==> config.mk <==
export PLATFORM = sky130hd
export DESIGN_NAME = three_motor_slew_ramp_timeout_core
export DESIGN_NICKNAME = d
export VERILOG_FILES = /design/src/rtl/core/tmsr_pkg.sv /design/src/rtl/core/tmsr_lane.sv /design/src/rtl/core/tmsr_merge.sv /design/src/rtl/core/three_motor_slew_ramp_timeout_core.sv
export SDC_FILE = /design/constraint.sdc
export NUM_CORES = 2
export LEC_CHECK = 0
export BUFFER_PORTS_ARGS = -buffer_cell sky130_fd_sc_hd__buf_2
export CAP_MARGIN = 20
export CORE_ASPECT_RATIO = 1.2
export CORE_MARGIN = 3
export CORE_UTILIZATION = 24
export DETAILED_ROUTE_END_ITERATION = 10
export HOLD_SLACK_MARGIN = 0.08
export SYNTH_ARGS = -nofsm -noshare
export SYNTH_HDL_FRONTEND = slang
export SYNTH_SLANG_ARGS = --single-unit
==> constraint.sdc <==
create_clock -name clk_i -period 18.4 [get_ports clk_i]
set_input_delay 1.84 -clock clk_i [delete_from_list [all_inputs] [get_ports clk_i]]
set_output_delay 1.84 -clock clk_i [all_outputs]
set_load 0.02 [all_outputs]
==> src/rtl/core/tmsr_pkg.sv <==
// types, constants and helper functions of the three-motor ramp core
// no dependencies; imported by every module of the block
package tmsr_pkg;

  localparam int NUM_MOTORS    = 3;
  localparam int FRAC_BITS_DEF = 16;
  localparam int SPEED_W       = 8;
  localparam int MAG_W         = 8;
  localparam int LIM_W         = 7;
  localparam int SLEW_W        = 7;
  localparam int STEPS_W       = 16;
  localparam int WD_W          = 16;
  localparam int ACTION_W      = 2;
  localparam int SEL_W         = 2;
  localparam int BATT_W        = 8;
  localparam int VOLT_W        = 8;
  localparam int S_TDATA_W     = 40;
  localparam int M_TDATA_W     = 40;
  localparam int APB_AW        = 4;
  localparam int APB_DW        = 32;

  localparam logic [LIM_W-1:0]  MAX_SPEED_RST = 7'd100;
  localparam logic [SLEW_W-1:0] SLEW_RST      = 7'd1;
  localparam logic [WD_W-1:0]   TIMEOUT_RST   = 16'd100;

  // voltage = (raw + 148) * 7 / 27, the divide done by reciprocal multiply
  localparam int VOLT_OFS   = 148;
  localparam int VOLT_MUL   = 7;
  localparam int VOLT_RECIP = 2428;
  localparam int VOLT_SHIFT = 16;
  localparam int VOLT_FULL  = 255;

  typedef enum logic [ACTION_W-1:0] {
    ACT_TICK   = 2'd0,
    ACT_SET    = 2'd1,
    ACT_DIRECT = 2'd2,
    ACT_NONE   = 2'd3
  } action_e;

  typedef enum logic [1:0] {
    REG_MAX_SPEED = 2'd0,
    REG_SLEW_RATE = 2'd1,
    REG_TIMEOUT   = 2'd2
  } reg_e;

  typedef enum logic [2:0] {
    ST_IDLE,
    ST_CMP,
    ST_SPAN,
    ST_DIV,
    ST_APPLY,
    ST_STEP,
    ST_DONE
  } state_e;

  // sequencer commands shared by all lanes
  typedef struct packed {
    logic load_req;
    logic cmp;
    logic div_init;
    logic div_run;
    logic apply;
    logic step_add;
    logic step_snap;
  } lane_ctrl_t;

  // what the merge stage makes of the lanes
  typedef struct packed {
    logic               same_all;
    logic [STEPS_W-1:0] steps;
  } span_t;

  function automatic logic signed [SPEED_W-1:0] clamp_speed(
    input logic signed [SPEED_W-1:0] s,
    input logic [LIM_W-1:0]          lim
  );
    logic signed [SPEED_W:0] sx;
    logic signed [SPEED_W:0] lx;
    logic signed [SPEED_W:0] nx;
    sx = $signed({s[SPEED_W-1], s});
    lx = $signed({2'b00, lim});
    nx = -lx;
    if (sx < nx) begin
      return nx[SPEED_W-1:0];
    end else if (sx > lx) begin
      return lx[SPEED_W-1:0];
    end else begin
      return s;
    end
  endfunction

  function automatic logic [VOLT_W-1:0] volt_of(input logic [BATT_W-1:0] raw);
    logic [11:0] x;
    logic [23:0] p;
    x = (12'(raw) + 12'(VOLT_OFS)) * 12'(VOLT_MUL);
    p = 24'(x) * 24'(VOLT_RECIP);
    if (raw == '0) begin
      return VOLT_W'(VOLT_FULL);
    end else begin
      return p[VOLT_SHIFT +: VOLT_W];
    end
  endfunction

endpackage

==> src/rtl/core/tmsr_lane.sv <==
// one motor lane: clamp, change magnitude, serial restoring divider and ramp accumulator
// depends on tmsr_pkg
module tmsr_lane
  import tmsr_pkg::*;
#(
  parameter int FRAC_BITS = FRAC_BITS_DEF
) (
  input  logic                      clk_i,
  input  logic                      rst_ni,
  input  lane_ctrl_t                ctrl_i,
  input  logic                      direct_i,
  input  logic signed [SPEED_W-1:0] req_i,
  input  logic [LIM_W-1:0]          lim_i,
  input  logic [STEPS_W-1:0]        steps_i,
  output logic signed [SPEED_W-1:0] speed_o,
  output logic [MAG_W-1:0]          mag_o,
  output logic                      same_o
);

  localparam int ACC_W = SPEED_W + FRAC_BITS;
  localparam int INC_W = FRAC_BITS + 2;
  localparam int DIV_W = MAG_W + FRAC_BITS;

  logic signed [SPEED_W-1:0] req_q, req_d;
  logic signed [SPEED_W-1:0] cur_q, cur_d;
  logic signed [SPEED_W-1:0] tgt_q, tgt_d;
  logic signed [ACC_W-1:0]   acc_q, acc_d;
  logic signed [INC_W-1:0]   inc_q, inc_d;
  logic [MAG_W-1:0]          mag_q, mag_d;
  logic                      neg_q, neg_d;
  logic                      same_q, same_d;
  logic [STEPS_W-1:0]        rem_q, rem_d;
  logic [DIV_W-1:0]          quo_q, quo_d;

  logic signed [SPEED_W:0]   diff_c;
  logic signed [SPEED_W:0]   abs_c;
  logic [STEPS_W:0]          trial_c;
  logic [STEPS_W:0]          sub_c;
  logic                      ge_c;
  logic signed [INC_W-1:0]   quot_c;
  logic signed [ACC_W-1:0]   acc_sum_c;
  logic signed [SPEED_W-1:0] whole_c;

  always_comb begin
    diff_c    = $signed({req_q[SPEED_W-1], req_q}) - $signed({cur_q[SPEED_W-1], cur_q});
    abs_c     = diff_c[SPEED_W] ? -diff_c : diff_c;
    trial_c   = {rem_q, quo_q[DIV_W-1]};
    sub_c     = trial_c - {1'b0, steps_i};
    ge_c      = (trial_c >= {1'b0, steps_i});
    quot_c    = $signed({1'b0, quo_q[FRAC_BITS:0]});
    acc_sum_c = acc_q + $signed({{(ACC_W-INC_W){inc_q[INC_W-1]}}, inc_q});
    // arithmetic shift floors, so negative values with a fraction move up by one
    whole_c   = acc_sum_c[ACC_W-1:FRAC_BITS];
    if (acc_sum_c[ACC_W-1] && (acc_sum_c[FRAC_BITS-1:0] != '0)) begin
      whole_c = whole_c + SPEED_W'(1);
    end

    req_d  = req_q;
    cur_d  = cur_q;
    tgt_d  = tgt_q;
    acc_d  = acc_q;
    inc_d  = inc_q;
    mag_d  = mag_q;
    neg_d  = neg_q;
    same_d = same_q;
    rem_d  = rem_q;
    quo_d  = quo_q;

    if (ctrl_i.load_req) begin
      req_d = clamp_speed(req_i, lim_i);
    end
    if (direct_i) begin
      cur_d = clamp_speed(req_i, lim_i);
    end
    if (ctrl_i.cmp) begin
      mag_d  = abs_c[MAG_W-1:0];
      neg_d  = diff_c[SPEED_W];
      same_d = (req_q == tgt_q);
    end
    if (ctrl_i.div_init) begin
      rem_d = '0;
      quo_d = {mag_q, {FRAC_BITS{1'b0}}};
    end
    if (ctrl_i.div_run) begin
      rem_d = ge_c ? sub_c[STEPS_W-1:0] : trial_c[STEPS_W-1:0];
      quo_d = {quo_q[DIV_W-2:0], ge_c};
    end
    if (ctrl_i.apply) begin
      tgt_d = req_q;
      acc_d = $signed({cur_q, {FRAC_BITS{1'b0}}});
      if (steps_i == '0) begin
        inc_d = '0;
      end else begin
        inc_d = neg_q ? -quot_c : quot_c;
      end
    end
    if (ctrl_i.step_add) begin
      acc_d = acc_sum_c;
      cur_d = whole_c;
    end
    if (ctrl_i.step_snap) begin
      cur_d = tgt_q;
    end
  end

  always_ff @(posedge clk_i or negedge rst_ni) begin
    if (!rst_ni) begin
      cur_q <= '0;
      tgt_q <= '0;
      acc_q <= '0;
      inc_q <= '0;
    end else begin
      cur_q <= cur_d;
      tgt_q <= tgt_d;
      acc_q <= acc_d;
      inc_q <= inc_d;
    end
  end

  always_ff @(posedge clk_i) begin
    req_q  <= req_d;
    mag_q  <= mag_d;
    neg_q  <= neg_d;
    same_q <= same_d;
    rem_q  <= rem_d;
    quo_q  <= quo_d;
  end

  assign speed_o = cur_q;
  assign mag_o   = mag_q;
  assign same_o  = same_q;

endmodule

==> src/rtl/core/tmsr_merge.sv <==
// merge stage: largest change over the lanes, ramp length and the no-change flag
// depends on tmsr_pkg
module tmsr_merge
  import tmsr_pkg::*;
(
  input  logic [MAG_W-1:0]  mag_i [NUM_MOTORS],
  input  logic              same_i [NUM_MOTORS],
  input  logic [SLEW_W-1:0] slew_i,
  output span_t             span_o
);

  logic [MAG_W-1:0]        big_c;
  logic                    same_c;
  logic [MAG_W+SLEW_W-1:0] prod_c;

  always_comb begin
    big_c  = '0;
    same_c = 1'b1;
    for (int i = 0; i < NUM_MOTORS; i++) begin
      if (mag_i[i] > big_c) begin
        big_c = mag_i[i];
      end
      same_c = same_c & same_i[i];
    end
    prod_c          = (MAG_W+SLEW_W)'(big_c) * (MAG_W+SLEW_W)'(slew_i);
    span_o.same_all = same_c;
    span_o.steps    = STEPS_W'(prod_c);
  end

endmodule

==> src/rtl/core/three_motor_slew_ramp_timeout_core.sv <==
// top level of the three-motor slew-rate ramp with watchdog
// depends on tmsr_pkg, tmsr_lane and tmsr_merge
//
// Use: items arrive on the s_axis stream (kind in tuser: tick, set targets,
// direct set), one result per item leaves on the m_axis stream with the three
// motor speeds, the battery voltage (ticks only) and the watchdog flag. Limits,
// slew rate and watchdog timeout sit in an APB register bank (0x0, 0x4, 0x8),
// to be written only while the block is idle; the block does not enforce this.
// The ramp setup is paced by the three restoring dividers, one per motor
// lane, each retiring one quotient bit a cycle over 8 + FRAC_BITS bits. One
// item is in work at a time; the next is taken once the result sits in the
// output register. A direct set or unused kind goes straight to the result,
// a tick steps the ramp, set targets are compared and, when a target moved,
// divided, and a tick that fires the watchdog retargets and then steps.
// Reset: speeds, targets and ramp state clear, registers return to 100 / 1 /
// 100. A stalled receiver holds the result; the block finishes the next item
// and then waits with s_axis_tready low until the output register frees.
module three_motor_slew_ramp_timeout_core
  import tmsr_pkg::*;
#(
  parameter int FRAC_BITS = FRAC_BITS_DEF
) (
  input  logic                 clk_i,
  input  logic                 rst_ni,
  input  logic                 s_axis_tvalid,
  output logic                 s_axis_tready,
  // target_a [7:0], target_b [15:8], target_c [23:16], motor_select [25:24],
  // battery_raw [33:26], zero fill above
  input  logic [S_TDATA_W-1:0] s_axis_tdata,
  // action [1:0]
  input  logic [ACTION_W-1:0]  s_axis_tuser,
  output logic                 m_axis_tvalid,
  input  logic                 m_axis_tready,
  // speed_a [7:0], speed_b [15:8], speed_c [23:16], voltage [31:24],
  // timed_out [32], zero fill above
  output logic [M_TDATA_W-1:0] m_axis_tdata,
  input  logic                 psel,
  input  logic                 penable,
  input  logic                 pwrite,
  input  logic [APB_AW-1:0]    paddr,
  input  logic [APB_DW-1:0]    pwdata,
  output logic [APB_DW-1:0]    prdata,
  output logic                 pready
);

  localparam int DIV_W  = MAG_W + FRAC_BITS;
  localparam int DCNT_W = $clog2(DIV_W);

  state_e              state_q, state_d;
  action_e             action_q, action_d;
  logic                fired_q, fired_d;
  logic [BATT_W-1:0]   batt_q, batt_d;
  logic [WD_W-1:0]     wd_q, wd_d;
  logic [STEPS_W-1:0]  steps_q, steps_d;
  logic [STEPS_W-1:0]  count_q, count_d;
  logic [DCNT_W-1:0]   dcnt_q, dcnt_d;
  logic [LIM_W-1:0]    max_speed_q, max_speed_d;
  logic [SLEW_W-1:0]   slew_q, slew_d;
  logic [WD_W-1:0]     timeout_q, timeout_d;
  logic                m_valid_q, m_valid_d;
  logic [M_TDATA_W-1:0] m_data_q, m_data_d;

  lane_ctrl_t                ctrl_c;
  logic [NUM_MOTORS-1:0]     direct_c;
  logic signed [SPEED_W-1:0] in_tgt [NUM_MOTORS];
  logic signed [SPEED_W-1:0] lane_req [NUM_MOTORS];
  logic signed [SPEED_W-1:0] lane_speed [NUM_MOTORS];
  logic [MAG_W-1:0]          lane_mag [NUM_MOTORS];
  logic                      lane_same [NUM_MOTORS];
  span_t                     span_c;

  action_e           in_action;
  logic [SEL_W-1:0]  in_sel;
  logic [BATT_W-1:0] in_batt;
  logic              in_beat;
  logic [WD_W-1:0]   wd_inc;
  logic              wd_fire;
  logic              cfg_wr;
  reg_e              cfg_reg;

  assign in_action = action_e'(s_axis_tuser);
  assign in_sel    = s_axis_tdata[3*SPEED_W +: SEL_W];
  assign in_batt   = s_axis_tdata[3*SPEED_W+SEL_W +: BATT_W];
  assign in_beat   = s_axis_tvalid & s_axis_tready;
  assign wd_inc    = wd_q + WD_W'(1);
  assign wd_fire   = (wd_inc == timeout_q);

  genvar g;
  generate
    for (g = 0; g < NUM_MOTORS; g++) begin : g_lane
      assign in_tgt[g] = s_axis_tdata[g*SPEED_W +: SPEED_W];

      tmsr_lane #(
        .FRAC_BITS(FRAC_BITS)
      ) u_lane (
        .clk_i   (clk_i),
        .rst_ni  (rst_ni),
        .ctrl_i  (ctrl_c),
        .direct_i(direct_c[g]),
        .req_i   (lane_req[g]),
        .lim_i   (max_speed_q),
        .steps_i (steps_q),
        .speed_o (lane_speed[g]),
        .mag_o   (lane_mag[g]),
        .same_o  (lane_same[g])
      );
    end
  endgenerate

  tmsr_merge u_merge (
    .mag_i (lane_mag),
    .same_i(lane_same),
    .slew_i(slew_q),
    .span_o(span_c)
  );

  // register bank
  assign pready  = 1'b1;
  assign cfg_wr  = psel & penable & pwrite & pready;
  assign cfg_reg = reg_e'(paddr[3:2]);

  always_comb begin
    max_speed_d = max_speed_q;
    slew_d      = slew_q;
    timeout_d   = timeout_q;
    prdata      = '0;
    case (cfg_reg)
      REG_MAX_SPEED: begin
        prdata = APB_DW'(max_speed_q);
        if (cfg_wr) max_speed_d = pwdata[LIM_W-1:0];
      end
      REG_SLEW_RATE: begin
        prdata = APB_DW'(slew_q);
        if (cfg_wr) slew_d = pwdata[SLEW_W-1:0];
      end
      REG_TIMEOUT: begin
        prdata = APB_DW'(timeout_q);
        if (cfg_wr) timeout_d = pwdata[WD_W-1:0];
      end
      default: begin
        prdata = '0;
      end
    endcase
  end

  // sequencer
  always_comb begin
    state_d   = state_q;
    action_d  = action_q;
    fired_d   = fired_q;
    batt_d    = batt_q;
    wd_d      = wd_q;
    steps_d   = steps_q;
    count_d   = count_q;
    dcnt_d    = dcnt_q;
    m_valid_d = m_valid_q;
    m_data_d  = m_data_q;
    ctrl_c    = '0;
    direct_c  = '0;
    for (int i = 0; i < NUM_MOTORS; i++) begin
      lane_req[i] = '0;
    end

    if (m_valid_q && m_axis_tready) begin
      m_valid_d = 1'b0;
    end

    case (state_q)
      ST_IDLE: begin
        if (in_beat) begin
          action_d = in_action;
          batt_d   = in_batt;
          fired_d  = 1'b0;
          case (in_action)
            ACT_TICK: begin
              wd_d = wd_inc;
              if (wd_fire) begin
                // watchdog retargets every motor to zero
                wd_d            = '0;
                fired_d         = 1'b1;
                ctrl_c.load_req = 1'b1;
                state_d         = ST_CMP;
              end else begin
                state_d = ST_STEP;
              end
            end
            ACT_SET: begin
              wd_d            = '0;
              ctrl_c.load_req = 1'b1;
              for (int i = 0; i < NUM_MOTORS; i++) begin
                lane_req[i] = in_tgt[i];
              end
              state_d = ST_CMP;
            end
            ACT_DIRECT: begin
              for (int i = 0; i < NUM_MOTORS; i++) begin
                lane_req[i] = in_tgt[0];
                direct_c[i] = (in_sel == SEL_W'(i));
              end
              state_d = ST_DONE;
            end
            default: begin
              state_d = ST_DONE;
            end
          endcase
        end
      end
      ST_CMP: begin
        ctrl_c.cmp = 1'b1;
        state_d    = ST_SPAN;
      end
      ST_SPAN: begin
        if (span_c.same_all) begin
          state_d = (action_q == ACT_TICK) ? ST_STEP : ST_DONE;
        end else begin
          steps_d         = span_c.steps;
          dcnt_d          = '0;
          ctrl_c.div_init = 1'b1;
          state_d         = ST_DIV;
        end
      end
      ST_DIV: begin
        ctrl_c.div_run = 1'b1;
        dcnt_d         = dcnt_q + DCNT_W'(1);
        if (dcnt_q == DCNT_W'(DIV_W - 1)) begin
          state_d = ST_APPLY;
        end
      end
      ST_APPLY: begin
        ctrl_c.apply = 1'b1;
        count_d      = '0;
        state_d      = (action_q == ACT_TICK) ? ST_STEP : ST_DONE;
      end
      ST_STEP: begin
        // count stops one past the last step, so an idle ramp does nothing
        if (count_q < steps_q) begin
          ctrl_c.step_add = 1'b1;
          count_d         = count_q + STEPS_W'(1);
        end else if (count_q == steps_q) begin
          ctrl_c.step_snap = 1'b1;
          count_d          = count_q + STEPS_W'(1);
        end
        state_d = ST_DONE;
      end
      ST_DONE: begin
        if (!m_valid_q || m_axis_tready) begin
          m_valid_d = 1'b1;
          m_data_d  = '0;
          for (int i = 0; i < NUM_MOTORS; i++) begin
            m_data_d[i*SPEED_W +: SPEED_W] = lane_speed[i];
          end
          if (action_q == ACT_TICK) begin
            m_data_d[3*SPEED_W +: VOLT_W] = volt_of(batt_q);
          end
          m_data_d[3*SPEED_W+VOLT_W] = fired_q;
          state_d = ST_IDLE;
        end
      end
      default: begin
        state_d = ST_IDLE;
      end
    endcase
  end

  always_ff @(posedge clk_i or negedge rst_ni) begin
    if (!rst_ni) begin
      state_q     <= ST_IDLE;
      action_q    <= ACT_NONE;
      fired_q     <= 1'b0;
      wd_q        <= '0;
      steps_q     <= '0;
      count_q     <= STEPS_W'(1);
      dcnt_q      <= '0;
      max_speed_q <= MAX_SPEED_RST;
      slew_q      <= SLEW_RST;
      timeout_q   <= TIMEOUT_RST;
      m_valid_q   <= 1'b0;
    end else begin
      state_q     <= state_d;
      action_q    <= action_d;
      fired_q     <= fired_d;
      wd_q        <= wd_d;
      steps_q     <= steps_d;
      count_q     <= count_d;
      dcnt_q      <= dcnt_d;
      max_speed_q <= max_speed_d;
      slew_q      <= slew_d;
      timeout_q   <= timeout_d;
      m_valid_q   <= m_valid_d;
    end
  end

  always_ff @(posedge clk_i) begin
    batt_q   <= batt_d;
    m_data_q <= m_data_d;
  end

  assign s_axis_tready = (state_q == ST_IDLE);
  assign m_axis_tvalid = m_valid_q;
  assign m_axis_tdata  = m_data_q;

endmodule

==> reports/metrics.yaml <==
syn_inst: 3763
endpoint: "steps_q[14]$_DFFE_PN0P_"
cts_tree: "built"
cp_slowest_stage_delay_ns: 0.85
drive_gt1_share_pct: 8.286
synth_ff_type: "dfrtp_1"
worstRegToRegCells: 34
wire_per_inst_um: 16.05
cts_sinks: 478
cp-start-kind: "flip-flop"
final_nets: 4343
required_ns: 18.92
setup_violations: 0
maxCapViolCount: 0
grt.total_usage_pct: 12.15
layout_common_cells: "nand2_1, ha_1, inv_1"
hp-class: "flip-flop to flip-flop"
post_cts_buffers: 0
crit_fanout: 15
layout_commonest_cell: "nand2_1"
first_pass_iters: 5
clk_path_buf_depth: 3
root_buffer: "clkbuf_16"
grt_max_degree: 166
core_area_um2: 145100
slowest_stage: "a22oi_1"
reg2reg_slack_ns: 9.55
fmax_ghz: 0.1130
final_util_pct: 27.44
grt_pass1_wl_um: 149400
grt_pass1_vias: 27073
synth_seq_cells: 478
seq_area_um2: 13050
clock_skew_ns: 0.03776
grt_setup_unrepaired: "no"
syn_area_per_cell_um2: 9.331
min_period_over_period_pct: 48.08
htreeDepth: 2
cts_buffers: 56
maxSlewHeadroom_pct: 20.36
die_width_um: 355.2
syn_area_um2: 35110
gp_congestion: 0.8600
yosys_warnings: 0
worstSetupPathDepth: 34
hold_buffers: 0
drtIter0Drc: 1747
drc_errors: 0
end_kind: "flip-flop"
multiInputGateArea_um2: 20570
drtAntennaViolNets: 0
crit_path_start: "g_lane[1].u_lane.mag_o[1]$_DFFE_PP_"
vias: 27461
row_count: 153
timing.rr.end: "steps_q[14]$_DFFE_PN0P_"
die_area_um2: 150900
io_pins: 160
synth_seq_area_share_pct: 37.17
critical_path.top_delay_family: "compound AO/OA/AOI/OAI gates"
status: "completed"
start_util_pct: 24.20
synth_cell_types: 77
crit_arrival_ns: 9.37
insertion_delay_ns: 0.66
cts_resized: 0
path_clk_slew_ns: 0.06
r2r-start: "g_lane[1].u_lane.mag_o[1]$_DFFE_PP_"
critPathBufInv: 4
finalHoldViolations: 0
dp_hpwl_um: 68370
setup_tns_ns: 0
fillCellCount: 15558
async_reset_ff_share_pct: 55.02
io_buffer_count: 111
synth_edf_count: 215
syn2layout_area_growth_pct: 13.41
viasPerCell: 4.723
die_y_um: 425
period_minus_slack_ns: 8.847
setup.worst_path.class: "flip-flop to flip-flop"
final_max_slew_viol_count: 0
overflow: 0
antenna_found_initial: 7
routed_wl_um: 93330
worstMarginPinSlew_ns: 1.187
-- cells in the mapped netlist, types with 10 or more instances --
cell type | instances | area [µm²]
a211oi_1 | 27 | 202.7
a21boi_0 | 14 | 105.1
a21o_1 | 68 | 510.5
a21oi_1 | 189 | 945.9
a221oi_1 | 15 | 131.4
a31oi_1 | 34 | 212.7
and2_1 | 68 | 425.4
and3_1 | 67 | 419.2
buf_1 | 19 | 71.32
buf_4 | 24 | 180.2
clkbuf_1 | 107 | 401.6
dfrtp_1 | 253 | 6331
dfstp_2 | 10 | 262.8
edfxtp_1 | 215 | 6456
fa_1 | 86 | 1722
ha_1 | 345 | 4317
inv_1 | 258 | 968.4
mux2_2 | 40 | 450.4
mux2i_1 | 47 | 470.5
nand2_1 | 517 | 1941
nand2b_1 | 21 | 131.4
nand3_1 | 129 | 645.6
nand4_1 | 50 | 312.8
nor2_1 | 214 | 803.3
nor2b_1 | 42 | 262.8
nor3_1 | 43 | 215.2
o211ai_1 | 17 | 127.6
o21a_1 | 28 | 210.2
o21ai_0 | 253 | 1266
o21bai_1 | 31 | 232.7
o22ai_1 | 20 | 125.1
o31ai_1 | 52 | 390.4
o41ai_1 | 10 | 87.58
or3_1 | 40 | 250.2
xnor2_1 | 176 | 1541
xor2_1 | 103 | 902.1
-- cells by family (layout without fill, tap and decap cells) --
kind of cell / after synthesis / in the layout / synth area share, %
simple gates: 1244 / 1244 / 16.56
xor+xnor: 279 / 279 / 6.959
compound gates: 828 / 828 / 14.77
flops: 478 / 478 / 37.17
buf+inv: 414 / 503 / 4.704
mux: 87 / 87 / 2.623
other cells: 2 / 27 / 0.02139
fa+ha+maj: 431 / 431 / 17.20
-- final cells by class --
class | instances | area share [%]
flip-flops and latches | 478 | 32.77
clock buffers | 65 | 3.764
well taps | 1937 | 6.086
diodes | 3 | 0.01885
repair buffers | 140 | 2.080
multi-input cells | 2893 | 51.66
clock inverters | 40 | 1.185
inverters | 258 | 2.432
-- metal layers --
| layer | track usage [%] | wire length, µm | vias up |
|---|---|---|---|
| met2 | 21.00 | 44390 | 598 |
| met1 | 15.94 | 42380 | 13305 |
| met5 | 0 | 0 | - |
| met3 | 1.311 | 3853 | 160 |
| li1 | - | - | 13398 |
| met4 | 3.585 | 2703 | 0 |
-- state kept, by name (all words and copies together) (netlist names), 7 cells and up --
| signal | flops |
|---|---|
| g_lane.u_lane.acc_q | 72 |
| g_lane.u_lane.quo_q | 72 |
| g_lane.u_lane.inc_q | 54 |
| g_lane.u_lane.rem_q | 48 |
| m_axis_tdata | 33 |
| g_lane.u_lane.mag_o | 24 |
| g_lane.u_lane.req_q | 24 |
| g_lane.u_lane.speed_o | 24 |
| g_lane.u_lane.tgt_q | 24 |
| count_q | 16 |
| timeout_q | 16 |
| wd_q | 16 |
| steps_q | 15 |
| batt_q | 8 |
| max_speed_q | 7 |
| slew_q | 7 |
-- worst min path at each step --
stage / startpoint / end / cells past startpoint
final: fired_q$_DFFE_PN0P_ / m_axis_tdata[32]$_DFFE_PP_ / 0
after global routing: fired_q$_DFFE_PN0P_ / m_axis_tdata[32]$_DFFE_PP_ / 0
after CTS: fired_q$_DFFE_PN0P_ / m_axis_tdata[32]$_DFFE_PP_ / 0
after detailed placement: fired_q$_DFFE_PN0P_ / m_axis_tdata[32]$_DFFE_PP_ / 0
after global placement: fired_q$_DFFE_PN0P_ / m_axis_tdata[32]$_DFFE_PP_ / 0
after floorplan: fired_q$_DFFE_PN0P_ / m_axis_tdata[32]$_DFFE_PP_ / 0
-- per-stage QoR --
| step | area [µm²] | instances | setup slack (ns) | hold WS [ns] |
|---|---|---|---|---|
| floorplan | 35200 | 3785 | 10.76 | 0.4248 |
| detailed placement | 37780 | 5702 | 9.588 | 0.4469 |
| finish | 39820 | 5814 | 9.553 | 0.4551 |
| global route | 39810 | 5811 | 8.934 | 0.4868 |
| global placement | 37780 | 5702 | 9.589 | 0.4335 |
| CTS | 39750 | 5807 | 9.527 | 0.4619 |
-- worst reg2reg max path: cells and delay by family, from the launching register on --
family	cells	cell delay [ns]
and+or+nand+nor	5	0.54
AOI/OAI and AO/OA	16	3.88
DFF	1	0.46
xor gates and xnor gates	1	0.16
buffers and inverters	4	0.24
adders and majority gates	7	3.04
muxes	1	0.40
Power is not shown: default switching activity piles up to over one toggle a cycle in this logic, so the estimate is an artifact.
